$ cat src/hw/rtl/cds_pkg.sv
// Shared types, codes, constants and table functions of the calendar date stepper.
`timescale 1ns / 1ps

package cds_pkg;

  // Field widths.
  localparam int unsigned OP_W    = 3;
  localparam int unsigned YEAR_W  = 14;
  localparam int unsigned MONTH_W = 4;
  localparam int unsigned DAY_W   = 5;
  localparam int unsigned OFF_W   = 17;
  localparam int unsigned WDAY_W  = 3;
  localparam int unsigned STAT_W  = 2;

  // Working day count: wide enough for the day plus or minus 65536.
  localparam int unsigned WD_W    = OFF_W + 1;

  // Request codes.
  localparam logic [OP_W-1:0] OP_LOAD = 3'd0;
  localparam logic [OP_W-1:0] OP_NEXT = 3'd1;
  localparam logic [OP_W-1:0] OP_PREV = 3'd2;
  localparam logic [OP_W-1:0] OP_ADD  = 3'd3;
  localparam logic [OP_W-1:0] OP_SUB  = 3'd4;

  // Status codes.
  localparam logic [STAT_W-1:0] STAT_OK       = 2'd0;
  localparam logic [STAT_W-1:0] STAT_BAD_LOAD = 2'd1;
  localparam logic [STAT_W-1:0] STAT_RANGE    = 2'd2;

  // Year limits and the date held after reset.
  localparam logic [YEAR_W-1:0]  YEAR_MIN  = 14'd1;
  localparam logic [YEAR_W-1:0]  YEAR_MAX  = 14'd9999;
  localparam logic [YEAR_W-1:0]  RST_YEAR  = 14'd2017;
  localparam logic [MONTH_W-1:0] RST_MONTH = 4'd12;
  localparam logic [DAY_W-1:0]   RST_DAY   = 5'd15;

  // Month numbers used by the walk.
  localparam logic [MONTH_W-1:0] MON_JAN = 4'd1;
  localparam logic [MONTH_W-1:0] MON_FEB = 4'd2;
  localparam logic [MONTH_W-1:0] MON_DEC = 4'd12;
  localparam logic [DAY_W-1:0]   DEC_LEN = 5'd31;

  // Reciprocal constants for division of a 14-bit value by 100 and by 7.
  localparam logic [YEAR_W-1:0] RECIP_100 = 14'd5243;
  localparam int unsigned       SHIFT_100 = 19;
  localparam logic [YEAR_W-1:0] RECIP_7   = 14'd9363;
  localparam int unsigned       SHIFT_7   = 16;
  localparam logic [YEAR_W-1:0] DIVISOR_100 = 14'd100;
  localparam logic [YEAR_W-1:0] DIVISOR_7   = 14'd7;

  // Divisor select of the shared constant-division unit.
  typedef enum logic {
    DIV_BY_100,
    DIV_BY_7
  } div_sel_t;

  // Sequencer states.
  typedef enum logic [3:0] {
    ST_IDLE,
    ST_Y_ISSUE,
    ST_Y_WAIT,
    ST_Y_TAKE,
    ST_LOAD_CHK,
    ST_WALK,
    ST_W_PREP,
    ST_W_ISSUE,
    ST_W_WAIT,
    ST_W_SUM,
    ST_M_ISSUE,
    ST_M_WAIT,
    ST_M_TAKE,
    ST_DONE
  } seq_state_t;

  // One request as taken from the input channel.
  typedef struct packed {
    logic [OP_W-1:0]        op;
    logic [YEAR_W-1:0]      load_year;
    logic [MONTH_W-1:0]     load_month;
    logic [DAY_W-1:0]       load_day;
    logic signed [OFF_W-1:0] offset_days;
  } req_t;

  // One finished result.
  typedef struct packed {
    logic [YEAR_W-1:0]  cur_year;
    logic [MONTH_W-1:0] cur_month;
    logic [DAY_W-1:0]   cur_day;
    logic [WDAY_W-1:0]  weekday;
    logic [STAT_W-1:0]  status;
  } res_t;

  // Sequencer status towards the channel logic.
  typedef struct packed {
    logic idle;
    logic done;
  } seq_stat_t;

  // Length of a month; months outside 1..12 read as 31 days.
  function automatic logic [DAY_W-1:0] month_len(input logic [MONTH_W-1:0] m,
                                                 input logic leap);
    logic [DAY_W-1:0] len;
    len = 5'd31;
    case (m)
      4'd2:    len = leap ? 5'd29 : 5'd28;
      4'd4, 4'd6, 4'd9, 4'd11: len = 5'd30;
      default: len = 5'd31;
    endcase
    return len;
  endfunction

  // Month term (13 * m + 8) / 5 of the weekday sum, for m from 3 to 14.
  function automatic logic [5:0] zeller_term(input logic [MONTH_W-1:0] mm);
    logic [5:0] t;
    t = 6'd0;
    case (mm)
      4'd3:    t = 6'd9;
      4'd4:    t = 6'd12;
      4'd5:    t = 6'd14;
      4'd6:    t = 6'd17;
      4'd7:    t = 6'd19;
      4'd8:    t = 6'd22;
      4'd9:    t = 6'd25;
      4'd10:   t = 6'd27;
      4'd11:   t = 6'd30;
      4'd12:   t = 6'd32;
      4'd13:   t = 6'd35;
      4'd14:   t = 6'd38;
      default: t = 6'd0;
    endcase
    return t;
  endfunction

endpackage

$ cat src/hw/rtl/cds_divc.sv
// Shared two-stage unit that divides a 14-bit value by 100 or by 7.
`timescale 1ns / 1ps

module cds_divc
  import cds_pkg::*;
(
  input  logic              clk,
  input  logic [YEAR_W-1:0] x,
  input  div_sel_t          sel,
  output logic [YEAR_W-1:0] quo,
  output logic [YEAR_W-1:0] rem
);

  logic [2*YEAR_W-1:0] prod_r;
  logic [YEAR_W-1:0]   x_r;
  div_sel_t            sel_r;
  logic [YEAR_W-1:0]   quo_r;
  logic [YEAR_W-1:0]   rem_r;
  logic [YEAR_W-1:0]   recip;
  logic [YEAR_W-1:0]   q_est;
  logic [YEAR_W-1:0]   divisor;
  logic [2*YEAR_W-1:0] back;

  // First stage: multiply by the scaled reciprocal of the divisor.
  always_comb begin
    recip = (sel == DIV_BY_100) ? RECIP_100 : RECIP_7;
  end

  always_ff @(posedge clk) begin
    prod_r <= (2*YEAR_W)'(x) * (2*YEAR_W)'(recip);
    x_r    <= x;
    sel_r  <= sel;
  end

  // Second stage: take the quotient and subtract it back out for the remainder.
  always_comb begin
    if (sel_r == DIV_BY_100) begin
      q_est   = YEAR_W'(prod_r >> SHIFT_100);
      divisor = DIVISOR_100;
    end else begin
      q_est   = YEAR_W'(prod_r >> SHIFT_7);
      divisor = DIVISOR_7;
    end
    back = (2*YEAR_W)'(q_est) * (2*YEAR_W)'(divisor);
  end

  always_ff @(posedge clk) begin
    quo_r <= q_est;
    rem_r <= x_r - back[YEAR_W-1:0];
  end

  assign quo = quo_r;
  assign rem = rem_r;

endmodule

$ cat src/hw/rtl/cds_seq.sv
// Sequencer and date datapath: month walk, load check and weekday sum.
`timescale 1ns / 1ps

module cds_seq
  import cds_pkg::*;
(
  input  logic      clk,
  input  logic      rst_n,
  input  logic      start,
  input  req_t      req,
  input  logic      res_take,
  output seq_stat_t stat,
  output res_t      res
);

  seq_state_t state_r, state_nxt;

  logic [OP_W-1:0]      op_r, op_nxt;
  logic                 fwd_r, fwd_nxt;
  logic                 leap_r, leap_nxt;
  logic [YEAR_W-1:0]    wy_r, wy_nxt;
  logic [MONTH_W-1:0]   wm_r, wm_nxt;
  logic signed [WD_W-1:0] wd_r, wd_nxt;
  logic [YEAR_W-1:0]    year_r, year_nxt;
  logic [MONTH_W-1:0]   month_r, month_nxt;
  logic [DAY_W-1:0]     day_r, day_nxt;
  logic [STAT_W-1:0]    stat_r, stat_nxt;
  logic [YEAR_W-1:0]    yy_r, yy_nxt;
  logic [MONTH_W-1:0]   mm_r, mm_nxt;
  logic [YEAR_W-1:0]    sum_r, sum_nxt;
  logic [WDAY_W-1:0]    wday_r, wday_nxt;

  logic [YEAR_W-1:0]    div_x;
  div_sel_t             div_sel;
  logic [YEAR_W-1:0]    div_q;
  logic [YEAR_W-1:0]    div_r;

  logic [MONTH_W-1:0]   len_month;
  logic [DAY_W-1:0]     len;
  logic signed [WD_W-1:0] len_s;
  logic signed [WD_W-1:0] step_n;
  logic                 walk_more;
  logic                 load_ok;

  // Shared constant-division unit.
  cds_divc u_divc (
    .clk (clk),
    .x   (div_x),
    .sel (div_sel),
    .quo (div_q),
    .rem (div_r)
  );

  // Month length for the walk: the current month going forward, the one before going back.
  always_comb begin
    len_month = fwd_r ? wm_r : (wm_r - MONTH_W'(1));
    len       = month_len(len_month, leap_r);
    len_s     = $signed({{(WD_W-DAY_W){1'b0}}, len});
    walk_more = fwd_r ? (wd_r > len_s) : (wd_r < $signed(WD_W'(1)));
    load_ok   = (wy_r >= YEAR_MIN) && (wy_r <= YEAR_MAX) &&
                (wm_r >= MON_JAN) && (wm_r <= MON_DEC) &&
                (wd_r >= $signed(WD_W'(1))) && (wd_r <= len_s);
  end

  // Signed day count of a step request.
  always_comb begin
    case (req.op)
      OP_NEXT: step_n = $signed(WD_W'(1));
      OP_PREV: step_n = -$signed(WD_W'(1));
      OP_ADD:  step_n = WD_W'(req.offset_days);
      OP_SUB:  step_n = -WD_W'(req.offset_days);
      default: step_n = '0;
    endcase
  end

  // Next state.
  always_comb begin
    state_nxt = state_r;
    unique case (state_r)
      ST_IDLE: begin
        if (start) begin
          if (req.op == OP_LOAD || req.op == OP_NEXT || req.op == OP_PREV ||
              req.op == OP_ADD || req.op == OP_SUB) begin
            state_nxt = ST_Y_ISSUE;
          end else begin
            state_nxt = ST_W_PREP;
          end
        end
      end
      ST_Y_ISSUE:  state_nxt = ST_Y_WAIT;
      ST_Y_WAIT:   state_nxt = ST_Y_TAKE;
      ST_Y_TAKE:   state_nxt = (op_r == OP_LOAD) ? ST_LOAD_CHK : ST_WALK;
      ST_LOAD_CHK: state_nxt = ST_W_PREP;
      ST_WALK: begin
        if (!walk_more) begin
          state_nxt = ST_W_PREP;
        end else if (fwd_r && wm_r == MON_DEC) begin
          state_nxt = (wy_r == YEAR_MAX) ? ST_W_PREP : ST_Y_ISSUE;
        end else if (!fwd_r && wm_r == MON_JAN) begin
          state_nxt = (wy_r == YEAR_MIN) ? ST_W_PREP : ST_Y_ISSUE;
        end
      end
      ST_W_PREP:  state_nxt = ST_W_ISSUE;
      ST_W_ISSUE: state_nxt = ST_W_WAIT;
      ST_W_WAIT:  state_nxt = ST_W_SUM;
      ST_W_SUM:   state_nxt = ST_M_ISSUE;
      ST_M_ISSUE: state_nxt = ST_M_WAIT;
      ST_M_WAIT:  state_nxt = ST_M_TAKE;
      ST_M_TAKE:  state_nxt = ST_DONE;
      ST_DONE: begin
        if (res_take) begin
          state_nxt = ST_IDLE;
        end
      end
      default:    state_nxt = ST_IDLE;
    endcase
  end

  // Datapath updates and divider operand selection.
  always_comb begin
    op_nxt    = op_r;
    fwd_nxt   = fwd_r;
    leap_nxt  = leap_r;
    wy_nxt    = wy_r;
    wm_nxt    = wm_r;
    wd_nxt    = wd_r;
    year_nxt  = year_r;
    month_nxt = month_r;
    day_nxt   = day_r;
    stat_nxt  = stat_r;
    yy_nxt    = yy_r;
    mm_nxt    = mm_r;
    sum_nxt   = sum_r;
    wday_nxt  = wday_r;
    div_x     = wy_r;
    div_sel   = DIV_BY_100;

    unique case (state_r)
      ST_IDLE: begin
        if (start) begin
          op_nxt   = req.op;
          stat_nxt = STAT_OK;
          if (req.op == OP_LOAD) begin
            wy_nxt  = req.load_year;
            wm_nxt  = req.load_month;
            wd_nxt  = $signed({{(WD_W-DAY_W){1'b0}}, req.load_day});
            fwd_nxt = 1'b1;
          end else begin
            wy_nxt  = year_r;
            wm_nxt  = month_r;
            wd_nxt  = $signed({{(WD_W-DAY_W){1'b0}}, day_r}) + step_n;
            fwd_nxt = !step_n[WD_W-1];
          end
        end
      end
      ST_Y_ISSUE: begin
        div_x   = wy_r;
        div_sel = DIV_BY_100;
      end
      ST_Y_WAIT: begin
        div_x   = wy_r;
        div_sel = DIV_BY_100;
      end
      ST_Y_TAKE: begin
        // Divisible by 100: leap only when the hundreds count is a multiple of four.
        if (div_r == '0) begin
          leap_nxt = (div_q[1:0] == 2'b00);
        end else begin
          leap_nxt = (wy_r[1:0] == 2'b00);
        end
      end
      ST_LOAD_CHK: begin
        if (load_ok) begin
          year_nxt  = wy_r;
          month_nxt = wm_r;
          day_nxt   = wd_r[DAY_W-1:0];
        end else begin
          stat_nxt = STAT_BAD_LOAD;
        end
      end
      ST_WALK: begin
        if (!walk_more) begin
          year_nxt  = wy_r;
          month_nxt = wm_r;
          day_nxt   = wd_r[DAY_W-1:0];
        end else if (fwd_r) begin
          // Forward: take off this month and move into the next one.
          wd_nxt = wd_r - len_s;
          if (wm_r == MON_DEC) begin
            if (wy_r == YEAR_MAX) begin
              stat_nxt = STAT_RANGE;
            end else begin
              wm_nxt = MON_JAN;
              wy_nxt = wy_r + YEAR_W'(1);
            end
          end else begin
            wm_nxt = wm_r + MONTH_W'(1);
          end
        end else begin
          // Back: step into the previous month and add its length.
          if (wm_r == MON_JAN) begin
            if (wy_r == YEAR_MIN) begin
              stat_nxt = STAT_RANGE;
            end else begin
              wm_nxt = MON_DEC;
              wy_nxt = wy_r - YEAR_W'(1);
              wd_nxt = wd_r + $signed({{(WD_W-DAY_W){1'b0}}, DEC_LEN});
            end
          end else begin
            wm_nxt = wm_r - MONTH_W'(1);
            wd_nxt = wd_r + len_s;
          end
        end
      end
      ST_W_PREP: begin
        // January and February count as months 13 and 14 of the year before.
        if (month_r <= MON_FEB) begin
          yy_nxt = year_r - YEAR_W'(1);
          mm_nxt = month_r + MONTH_W'(12);
        end else begin
          yy_nxt = year_r;
          mm_nxt = month_r;
        end
      end
      ST_W_ISSUE: begin
        div_x   = yy_r;
        div_sel = DIV_BY_100;
      end
      ST_W_WAIT: begin
        div_x   = yy_r;
        div_sel = DIV_BY_100;
      end
      ST_W_SUM: begin
        sum_nxt = yy_r + (yy_r >> 2) - div_q + (div_q >> 2) +
                  YEAR_W'(zeller_term(mm_r)) + YEAR_W'(day_r);
      end
      ST_M_ISSUE: begin
        div_x   = sum_r;
        div_sel = DIV_BY_7;
      end
      ST_M_WAIT: begin
        div_x   = sum_r;
        div_sel = DIV_BY_7;
      end
      ST_M_TAKE: begin
        wday_nxt = div_r[WDAY_W-1:0];
      end
      ST_DONE: begin
        div_x = wy_r;
      end
      default: begin
        div_x = wy_r;
      end
    endcase
  end

  // Control state and the stored date.
  always_ff @(posedge clk) begin
    if (!rst_n) begin
      state_r <= ST_IDLE;
      year_r  <= RST_YEAR;
      month_r <= RST_MONTH;
      day_r   <= RST_DAY;
    end else begin
      state_r <= state_nxt;
      year_r  <= year_nxt;
      month_r <= month_nxt;
      day_r   <= day_nxt;
    end
  end

  // Working registers.
  always_ff @(posedge clk) begin
    op_r   <= op_nxt;
    fwd_r  <= fwd_nxt;
    leap_r <= leap_nxt;
    wy_r   <= wy_nxt;
    wm_r   <= wm_nxt;
    wd_r   <= wd_nxt;
    stat_r <= stat_nxt;
    yy_r   <= yy_nxt;
    mm_r   <= mm_nxt;
    sum_r  <= sum_nxt;
    wday_r <= wday_nxt;
  end

  assign stat.idle     = (state_r == ST_IDLE);
  assign stat.done     = (state_r == ST_DONE);
  assign res.cur_year  = year_r;
  assign res.cur_month = month_r;
  assign res.cur_day   = day_r;
  assign res.weekday   = wday_r;
  assign res.status    = stat_r;

endmodule

$ cat src/hw/rtl/calendar_date_stepper.sv
// Top level of the calendar date stepper: request and result channels around the sequencer.
//
// Holds one Gregorian date (reset value 2017-12-15) and applies one request at a time:
// load, next day, previous day, add or subtract a day count. Each request gives one result
// with the stored date, its weekday (0 is Sunday) and a status. Adding or subtracting a day
// count walks the date one month at a time, and the shared divide-by-constant unit
// recomputes the leap-year flag at each new year. in_ready is low while a request is
// in progress; a finished result sits in the output register while the next request runs.
`timescale 1ns / 1ps

module calendar_date_stepper
  import cds_pkg::*;
(
  input  logic                    clk,
  input  logic                    rst_n,
  input  logic                    in_valid,
  output logic                    in_ready,
  input  logic [OP_W-1:0]         in_req_type,
  input  logic [YEAR_W-1:0]       in_load_year,
  input  logic [MONTH_W-1:0]      in_load_month,
  input  logic [DAY_W-1:0]        in_load_day,
  input  logic signed [OFF_W-1:0] in_offset_days,
  output logic                    out_valid,
  input  logic                    out_ready,
  output logic [YEAR_W-1:0]       out_cur_year,
  output logic [MONTH_W-1:0]      out_cur_month,
  output logic [DAY_W-1:0]        out_cur_day,
  output logic [WDAY_W-1:0]       out_weekday,
  output logic [STAT_W-1:0]       out_status
);

  req_t      req;
  res_t      res;
  seq_stat_t seq_stat;
  logic      start;
  logic      res_take;
  logic      out_valid_r;
  res_t      out_r;

  // Gather the request fields.
  always_comb begin
    req.op          = in_req_type;
    req.load_year   = in_load_year;
    req.load_month  = in_load_month;
    req.load_day    = in_load_day;
    req.offset_days = in_offset_days;
  end

  assign in_ready = seq_stat.idle;
  assign start    = in_valid && seq_stat.idle;

  // A finished result moves into the output register once that is free or being emptied.
  assign res_take = seq_stat.done && (!out_valid_r || out_ready);

  cds_seq u_seq (
    .clk      (clk),
    .rst_n    (rst_n),
    .start    (start),
    .req      (req),
    .res_take (res_take),
    .stat     (seq_stat),
    .res      (res)
  );

  // Output valid flag.
  always_ff @(posedge clk) begin
    if (!rst_n) begin
      out_valid_r <= 1'b0;
    end else if (res_take) begin
      out_valid_r <= 1'b1;
    end else if (out_ready) begin
      out_valid_r <= 1'b0;
    end
  end

  // Output payload.
  always_ff @(posedge clk) begin
    if (res_take) begin
      out_r <= res;
    end
  end

  assign out_valid     = out_valid_r;
  assign out_cur_year  = out_r.cur_year;
  assign out_cur_month = out_r.cur_month;
  assign out_cur_day   = out_r.cur_day;
  assign out_weekday   = out_r.weekday;
  assign out_status    = out_r.status;

endmodule
$ cat config.mk
export PLATFORM = sky130hd
export DESIGN_NAME = calendar_date_stepper
export DESIGN_NICKNAME = d
export VERILOG_FILES = /design/src/hw/rtl/cds_pkg.sv /design/src/hw/rtl/cds_divc.sv /design/src/hw/rtl/cds_seq.sv /design/src/hw/rtl/calendar_date_stepper.sv
export SDC_FILE = /design/constraint.sdc
export NUM_CORES = 1
export LEC_CHECK = 0
export BUFFER_PORTS_ARGS = -buffer_cell sky130_fd_sc_hd__buf_4
export CAP_MARGIN = 30
export CORE_AREA = 2 2 295 239
export DETAILED_ROUTE_END_ITERATION = 10
export DIE_AREA = 0 0 297 241
export HOLD_SLACK_MARGIN = 0.02
export PLACE_DENSITY = 0.51
export SLEW_MARGIN = 0
export SYNTH_ARGS = -nofsm -noshare
export SYNTH_HDL_FRONTEND = slang
export SYNTH_SLANG_ARGS = --single-unit
$ cat constraint.sdc
create_clock -name clk -period 6.4 [get_ports clk]
set_clock_uncertainty 0.1 [all_clocks]
set_input_delay 0.96 -clock clk [delete_from_list [all_inputs] [get_ports clk]]
set_output_delay 0.96 -clock clk [all_outputs]
set_load 0.05 [all_outputs]
== Word level (Yosys, flattened, before mapping) ==
Memory sizes are Yosys's and may differ from the RTL's. A register that Yosys moved wholly into a read port is not among the register bits.
Cells that the tools add are included.

* Memories: 1
* Flip-flop bits (word level): 203
* Bits in writable memories: 0
* Word-level logic and storage cells: 203
* Latch bits: 0
* Output and inout port bits: 30
* Memory bits (read-only): 96

* $add $sub $neg: 17
* Multiplexer cells: 70
* Div/mod/pow operators: 0
* Reductions and logical operators: 37
* Shifts and indexed selects: 0
* Bitwise operators: 0
* Order comparisons: 9
* Multipliers: 2
* Eq/ne operators: 41

{| class="wikitable"
|+ Memories
! name !! words !! width !! rd ports !! clocked after memory_dff !! write ports !! RTL line !! RTL
|-
| (no name shown) || 16 || 6 || 1 || 1 || 0 || cds_pkg.sv:116 || <nowiki>case (mm)</nowiki>
|}

{| class="wikitable"
|+ Operators by type and width
! cell !! count
|-
| two-way mux 14 bit || 12
|-
| two-way mux 18 bit || 6
|-
| case mux 14 bit (2 select lines) || 3
|-
| two-way mux 4 bit || 18
|-
| case mux 18 bit (4 select lines) || 1
|-
| case mux 4 bit (14 select lines) || 1
|-
| equality test 4 bit (second input constant) || 9
|-
| case mux 18 bit (2 select lines) || 1
|-
| multiplier 14 x 14 -> 28 bit || 1
|-
| subtractor 14 x 1 -> 14 bit (second input constant) || 2
|-
| equality test 4 x 3 -> 1 bit (second input constant) || 6
|-
| case mux 5 bit (2 select lines) || 2
|-
| adder 18 x 6 -> 18 bit || 1
|-
| adder 18 x 6 -> 18 bit (second input constant) || 1
|-
| adder 6 x 18 -> 18 bit || 1
|-
| greater-or-equal comparator 18 x 2 -> 1 bit (second input constant) || 1
|-
| greater-than comparator 18 x 6 -> 1 bit || 1
|-
| <= comparator 18 x 6 -> 1 bit || 1
|-
| < comparator 18 x 2 -> 1 bit (second input constant) || 1
|-
| negation 17 -> 18 bit || 1
|-
| subtractor 18 x 6 -> 18 bit || 1
|-
| two-way mux 2 bit || 8
|-
| case mux 4 bit (2 select lines) || 2
|-
| adder 14 x 1 -> 14 bit (second input constant) || 1
|-
| other kinds (53) || 94
|}

== Depth between registers and ports, before layout ==
Gate-level depths: netlist of the first run.

* Depth after elaboration: 10
* Mapped depth: 30
* Mapped depth without buffers: 28

== By module ==
From an unflattened synthesis of the first run, not the netlist that was laid out.

* Cells, all modules: 1872
* Area, all modules: 17618.1 µm²

{| class="wikitable"
|+ By module, submodules not included
! module !! instances !! cells each !! area an instance (µm²)
|-
| cds_seq || 1 || 1082 || 9292.7
|-
| cds_divc || 1 || 757 || 7430.9
|-
| calendar_date_stepper || 1 || 33 || 894.6
|}

== Worst setup path after synthesis of the first run ==
No wires, ideal clock.

* Kind: reg-to-reg
* From: reg u_seq.state_r[3]
* To: reg u_seq.u_divc.prod_r[26]
* Setup slack: -0.218 ns
* Stages on the path, launching flop included: 27
* Buffers on the path: 2
* Required time: 6.182 ns
* Library setup time: 0.118 ns
* Arrival: 6.399 ns
* Clock period less this slack: 6.618 ns
* Cell sequence: dfxtp_1 > clkbuf_1 > nand3b_1 > clkinv_1 > buf_1 > a22o_1 > a21oi_1 > inv_1 > ha_1 > inv_1 > fa_1 > inv_1 > fa_1 > fa_1 > fa_1 > inv_1 > fa_1 > inv_1 > ha_1 > nand2_1 > a221oi_1 > o21ai_0 > a211oi_1 > nor4_1 > o31ai_1 > a21oi_1 > xnor2_1

* Elaborated cells on any way between the ends: 10
* Those cells by class: 1 x mul; 4 x eq/ne; 3 x mux; 2 x reduce/logical

{| class="wikitable"
|+ RTL lines
! what !! RTL line !! RTL
|-
| from (decl) || cds_seq.sv:16 || <nowiki>seq_state_t state_r, state_nxt;</nowiki>
|-
| from (signal assigned) || cds_seq.sv:265 || <nowiki>state_r <= state_nxt;</nowiki>
|-
| equality test 4 bit or equality test 4 x 3 -> 1 bit (tied branches) || cds_seq.sv:138 || <nowiki>unique case (state_r)</nowiki>
|-
| OR reduction 2 bit (no line) || -- ||
|-
| case mux 14 bit (2 select lines) * || cds_seq.sv:138 ||
|-
| via u_seq.div_x[8] || cds_seq.sv:33 || <nowiki>logic [YEAR_W-1:0] div_x;</nowiki>
|-
| multiplier 14 x 14 -> 28 bit * || cds_divc.sv:30 || <nowiki>prod_r <= (2*YEAR_W)'(x) * (2*YEAR_W)'(recip);</nowiki>
|-
| to (signal assigned) || cds_divc.sv:30 ||
|-
| to (decl) || cds_divc.sv:14 || <nowiki>logic [2*YEAR_W-1:0] prod_r;</nowiki>
|}

The timed path passes the listed nets; every way through them passes the cells marked *.
A chain may end at the register's enable or synchronous reset.

== Worst setup path after layout of the first run ==
* From: reg u_seq.state_r[3]
* To: reg u_seq.u_divc.prod_r[25]

* Longest elaborated chain between the ends: 5
* Elaborated cells on any way between the ends: 10
* Those cells by class: 1 x mul; 4 x eq/ne; 3 x mux; 2 x reduce/logical

{| class="wikitable"
|+ Ends and longest elaborated chain
! what !! RTL line !! RTL
|-
| equality test 4 bit || cds_seq.sv:138 ||
|-
| OR reduction 2 bit (no line) || -- ||
|-
| two-way mux 1 bit || cds_seq.sv:138 ||
|-
| two-way mux 14 bit || cds_divc.sv:26 || <nowiki>recip = (sel == DIV_BY_100) ? RECIP_100 : RECIP_7;</nowiki>
|-
| multiplier 14 x 14 -> 28 bit * || cds_divc.sv:30 ||
|}

Mark *: on every way between the ends. The rest lies on a longest branch, timed or not.

==> results of run 1 <==
[registers in the layout (all words and copies together) (netlist names), 14 cells and up, named ones only]
register	count
u_seq.u_divc.x_r	14
u_seq.wd_r	18
out_cur_year	14
u_seq.wy_r	14
u_seq.year_r	14
u_seq.yy_r	14
u_seq.sum_r	14
u_seq.u_divc.rem	14
[metrics by stage]
stage	instance area (um2)	utilization	hold WS (ns)	worst slack (ns)
final	20000	0.292	0.321	0.213
after global routing	20000	0.292	0.326	-0.0334
after CTS	19700	0.289	0.323	0.00192
after global placement	19000	0.278	0.308	-0.101
after floorplan	17100	-	0.300	0.0325
after detailed placement	19100	0.279	0.307	-0.252
[cell type report]
| type | instances | area, um2 | share of cell area |
|---|---|---|---|
| inverters | 253 | 955 | 0.0478 |
| well taps | 924 | 1160 | 0.0579 |
| clock inverters | 13 | 141 | 0.00708 |
| flip-flops and latches | 193 | 4930 | 0.247 |
| clock buffers | 19 | 453 | 0.0227 |
| multi-input cells | 1275 | 11100 | 0.557 |
| repair buffers | 157 | 1220 | 0.0609 |
[Yosys cell counts (3+ instances only)]
cell	number	share of area
nor2b_1	21	0.0077
a21o_1	28	0.012
buf_2	3	0.00088
dfxtp_1	87	0.10
o21a_1	9	0.0040
nand3_1	32	0.0094
buf_1	6	0.0013
a21oi_1	85	0.025
nand2b_1	18	0.0066
nand3b_1	3	0.0013
nor3_1	26	0.0076
inv_1	251	0.055
nand4b_1	4	0.0021
a22oi_1	9	0.0040
o21ai_0	52	0.015
xor2_1	41	0.021
o21ai_1	6	0.0018
fa_1	137	0.16
a31oi_1	28	0.010
o31ai_1	12	0.0053
a21boi_0	8	0.0035
o41ai_1	6	0.0031
or3_1	11	0.0040
mux2i_1	30	0.018
xnor2_1	70	0.036
o211ai_1	9	0.0040
or4_1	10	0.0044
edfxtp_1	106	0.19
and3_1	9	0.0033
o21bai_1	4	0.0018
o22ai_1	10	0.0037
nor4_1	18	0.0066
o32ai_1	3	0.0015
ha_1	209	0.15
a22o_1	11	0.0057
a21boi_1	3	0.0013
a211oi_1	9	0.0040
nor2_1	139	0.031
nand2_1	139	0.031
clkbuf_1	67	0.015
or2_2	6	0.0022
and2_1	10	0.0037
nand4_1	9	0.0033
[logic make-up after synthesis]
group / share of synthesized area
AND/OR/NAND/NOR: 0.133
adder cells (fa/ha/maj): 0.314
buffers and inverters: 0.0731
AO/OA/AOI/OAI: 0.115
flip-flops: 0.289
XOR/XNOR: 0.0571
multiplexers: 0.0183
other: 0.000441
[timing repair]
| item | in CTS | in global routing |
|---|---|---|
| pin swaps | 1 | 23 |
| resized for setup | 12 | 42 |
| buffers inserted | 3 | 9 |
| endpoints found under the hold margin | 0 | 0 |
| endpoints found under the setup margin | 8 | 9 |
[worst min path at each step]
stage / startpoint / endpoint / slack [ns] / depth (start not counted)
after floorplan: u_seq.stat_r[0] / out_status[0] / 0.30 / 0
after global placement: u_seq.wday_r[2] / out_weekday[2] / 0.31 / 0
after detailed placement: u_seq.wday_r[2] / out_weekday[2] / 0.31 / 0
after CTS: u_seq.wday_r[2] / out_weekday[2] / 0.32 / 0
after global routing: u_seq.wday_r[2] / out_weekday[2] / 0.33 / 0
final: u_seq.wday_r[2] / out_weekday[2] / 0.32 / 0
[layer usage]
metal  vias up  GRT usage
li1       6269          -
met1      6254      0.193
met2       250      0.202
met3        45     0.0184
met4         0     0.0393
met5         -          0
==> impl_metrics.ini, run 1 <==
[global_route]
antenna_found_initial = 1
grt_first_pass_wirelength_mm = 73.4
grt_overflow_total = 0
track_usage = 0.133
grt_pass1_vias = 12600
grt_max_degree = 62

[worst_hold_path]
worstHoldPathType = reg -> reg

[final_layout]
final_common_cell = inv_1
fin_cells = 2834
fin_nets = 2290
nFillCells = 7236
layout_common_cells = 248 x inv_1, 206 x ha_1, 151 x buf_4
area_growth_pct = 17.3
drive_above_1_share = 0.132
diodes = 0

[floorplanning]
start_util = 0.249
rows = 86
pin_count = 77
die_x_um = 297
core_um2 = 68400
die_area_um2 = 71600
die_h_um = 241

[clock_network]
cts_made_buffers = 17
cts_hold_buffers = 0
htree_levels = 4
cts_sinks = 193
tritoncts = built
cts-root-buf = clkbuf_16
clk_path_buf_depth = 2
clk_pin_slew_ns = 0.08
clk-insertion-delay-late_ns = 0.50

[placed_design]
numPlacedInstances = 2791
gp_congestion = 0.877
dp_hpwl_mm = 38.1
port_buffers = 76

[sta]
max_freq_mhz = 162
slew_violations = 0
tns_ns = 0
tightest_slew_ns = 0.950
hold_viol = 0
timing.final.crit_share = 0.967
max_slew_margin = 0.363
finalCriticalPeriod_ns = 6.19
setup_viol = 0

[critical_path]
r2r_cells = 27
end_kind = flip-flop
critical_path_peak_fanout = 8
cp_data_required_time_ns = 6.72
cp_slowest_cell = fa_1
reg2reg_slack_ns = 0.21
critical_path_class = reg -> reg
startpoint_type = flip-flop
cpPeakStageDelay_ns = 0.54
r2r_end = u_seq.u_divc.prod_r[25]
worstReg2RegStart = u_seq.state_r[3]
cp_num_cells = 27
startpoint = u_seq.state_r[3]
crit_family = adder cells
crit_arrival_ns = 6.50
critPathBufInv = 7
crit_end = u_seq.u_divc.prod_r[25]

[flow_run]
cap_viol_max_count = 0

[yosys]
syn_inst = 1791
yosys_warnings = 0
synthFlopType = edfxtp_1
yosysSeqAreaShare = 0.289
synth_edf_count = 106
ys_types = 72
synth_seq_cells = 193
syn_area_um2 = 17000
avgSynthCellArea_um2 = 9.51
async_flop_share = 0

[drt]
ant_nets = 0
wl_met1_mm = 23.3
wl_met3_mm = 1.77
vias = 12800
drtPass1Iterations = 5
finalWirelength_mm = 46.8
drcViolationCount = 0
highest_layer = met4
drtIter0Drc = 841
wl_per_cell_um = 16.5
via_per_inst = 4.52
wl_met2_mm = 20.8

[status]
status = finished, final reports clean
Power of run 1 is left out: the tool's default activity adds up to more than one toggle a clock period on the data nets, which glitch-free logic cannot reach.
==> run 2, diff against run 1 <==
- PLACE_DENSITY: 0.51 -> 0.49
==> impl_metrics.ini, run 2 (synthesized netlist as in run 1, its figures left out) <==
[clock_network]
cts_sinks = 193
htree_levels = 4
clk-insertion-delay-late_ns = 0.49
clk_path_buf_depth = 2
clk_pin_slew_ns = 0.08
cts_hold_buffers = 0
cts_made_buffers = 17
tritoncts = built
cts-root-buf = clkbuf_16

[global_route]
grt_max_degree = 62
antenna_found_initial = 0
grt_first_pass_wirelength_mm = 73.5
grt_pass1_vias = 12600
grt_overflow_total = 0
track_usage = 0.134

[final_layout]
fin_nets = 2294
fin_cells = 2838
drive_above_1_share = 0.132
area_growth_pct = 17.4
final_common_cell = inv_1
largest-register = u_seq.wd_r
post-route-util = 0.292
largest_register_ffs = 18
diodes = 0
layout_common_cells = 249 x inv_1, 207 x ha_1, 157 x buf_4
nFillCells = 7229

[sta]
max_freq_mhz = 161
slew_violations = 0
max_slew_margin = 0.357
setup_viol = 0
finalCriticalPeriod_ns = 6.20
timing.hold.ws_ns = 0.325
tightest_slew_ns = 0.958
timing.final.crit_share = 0.969
hold_viol = 0

[floorplanning]
die_area_um2 = 71600
start_util = 0.249
core_um2 = 68400
pin_count = 77
rows = 86
die_h_um = 241
die_x_um = 297

[critical_path]
end_kind = flip-flop
startpoint_type = flip-flop
critical_path_class = reg -> reg
cp_data_required_time_ns = 6.67
r2r_cells = 23
crit_arrival_ns = 6.47
critical_path_peak_fanout = 7

[status]
status = finished, final reports clean

[drt]
drtPass1Iterations = 5
wl_met2_mm = 20.9
finalWirelength_mm = 47.2
wl_met1_mm = 23.9
ant_nets = 0
highest_layer = met4
wl_per_cell_um = 16.6
wl_met3_mm = 1.79
drtIter0Drc = 851
drcViolationCount = 0
via_per_inst = 4.51
vias = 12800

[placed_design]
dp_hpwl_mm = 38.6
port_buffers = 76
numPlacedInstances = 2795
gp_congestion = 0.867

[worst_hold_path]
worstHoldPathType = reg -> reg
hold_depth = 0

[flow_run]
cap_viol_max_count = 0
==> run 2: changes by cell type in the layout (fill, tap and decap cells not counted), moves of 2 or more <==
cell	change
buf_4	+6
a21oi_2	+4
a21oi_1	-3
buf_6	-3
bufinv_16	+2
clkbuf_1	+2
clkinv_8	-2
nand2_4	-2
==> run 2: routing by layer <==
| metal | GRT usage | vias to the layer above |
|---|---|---|
| li1 | - | 6286 |
| met5 | 0 | - |
| met1 | 0.194 | 6234 |
| met4 | 0.0311 | 0 |
| met2 | 0.206 | 237 |
| met3 | 0.0224 | 30 |
==> run 2: cell type report <==
cell class | count | area [um2] | share of cell area
Timing Repair Buffer | 161 | 1240 | 0.0622
Tap cell | 924 | 1160 | 0.0578
Clock buffer | 20 | 447 | 0.0223
Inverter | 253 | 952 | 0.0476
Sequential cell | 193 | 4930 | 0.247
Clock inverter | 12 | 164 | 0.00820
Multi-Input combinational cell | 1275 | 11100 | 0.555
==> run 2: critical path: stages (launching register included) <==
cell and delay [ns]:
dfxtp_4 0.37, nand3b_1 0.26, inv_4 0.15, buf_4 0.14, a22o_1 0.15, a21oi_2 0.05
buf_4 0.15, mux2i_1 0.46, ha_1 0.34, ha_1 0.21, fa_1 0.48, ha_1 0.33
fa_1 0.51, fa_1 0.49, ha_1 0.33, a21oi_1 0.09, a21boi_0 0.14, a221oi_2 0.31
o21ai_4 0.14, a211oi_4 0.29, nor4_2 0.08, o31ai_2 0.24, a21oi_1 0.12, xnor2_1 0.14
==> run 2: final timing paths <==
path	startpoint	end	slack, ns
hold reg to reg	u_seq.wday_r[0]	out_weekday[0]	0.32
hold / removal	u_seq.wday_r[0]	out_weekday[0]	0.32
setup reg to reg	u_seq.state_r[2]	u_seq.u_divc.prod_r[26]	0.20
setup / recovery	u_seq.state_r[2]	u_seq.u_divc.prod_r[26]	0.20
==> run 2: stage by stage <==
stage	TNS (ns)	instance area, um2	setup slack (ns)
2_1_floorplan	0	17100	0.0325
3_3_place_gp	-0.511	19100	-0.156
3_5_place_dp	-1.40	19100	-0.297
4_1_cts	-0.00335	19700	-0.00335
5_1_grt	-0.0723	20000	-0.0270
6_report	0	20000	0.201
==> run 2: timing repair <==
item	CTS	global route
gates resized for setup	6	42
pin swaps	1	16
buffers inserted	1	9
setup endpoints to repair	8	9
cloned	0	1
Power of run 2 is left out for the same reason.
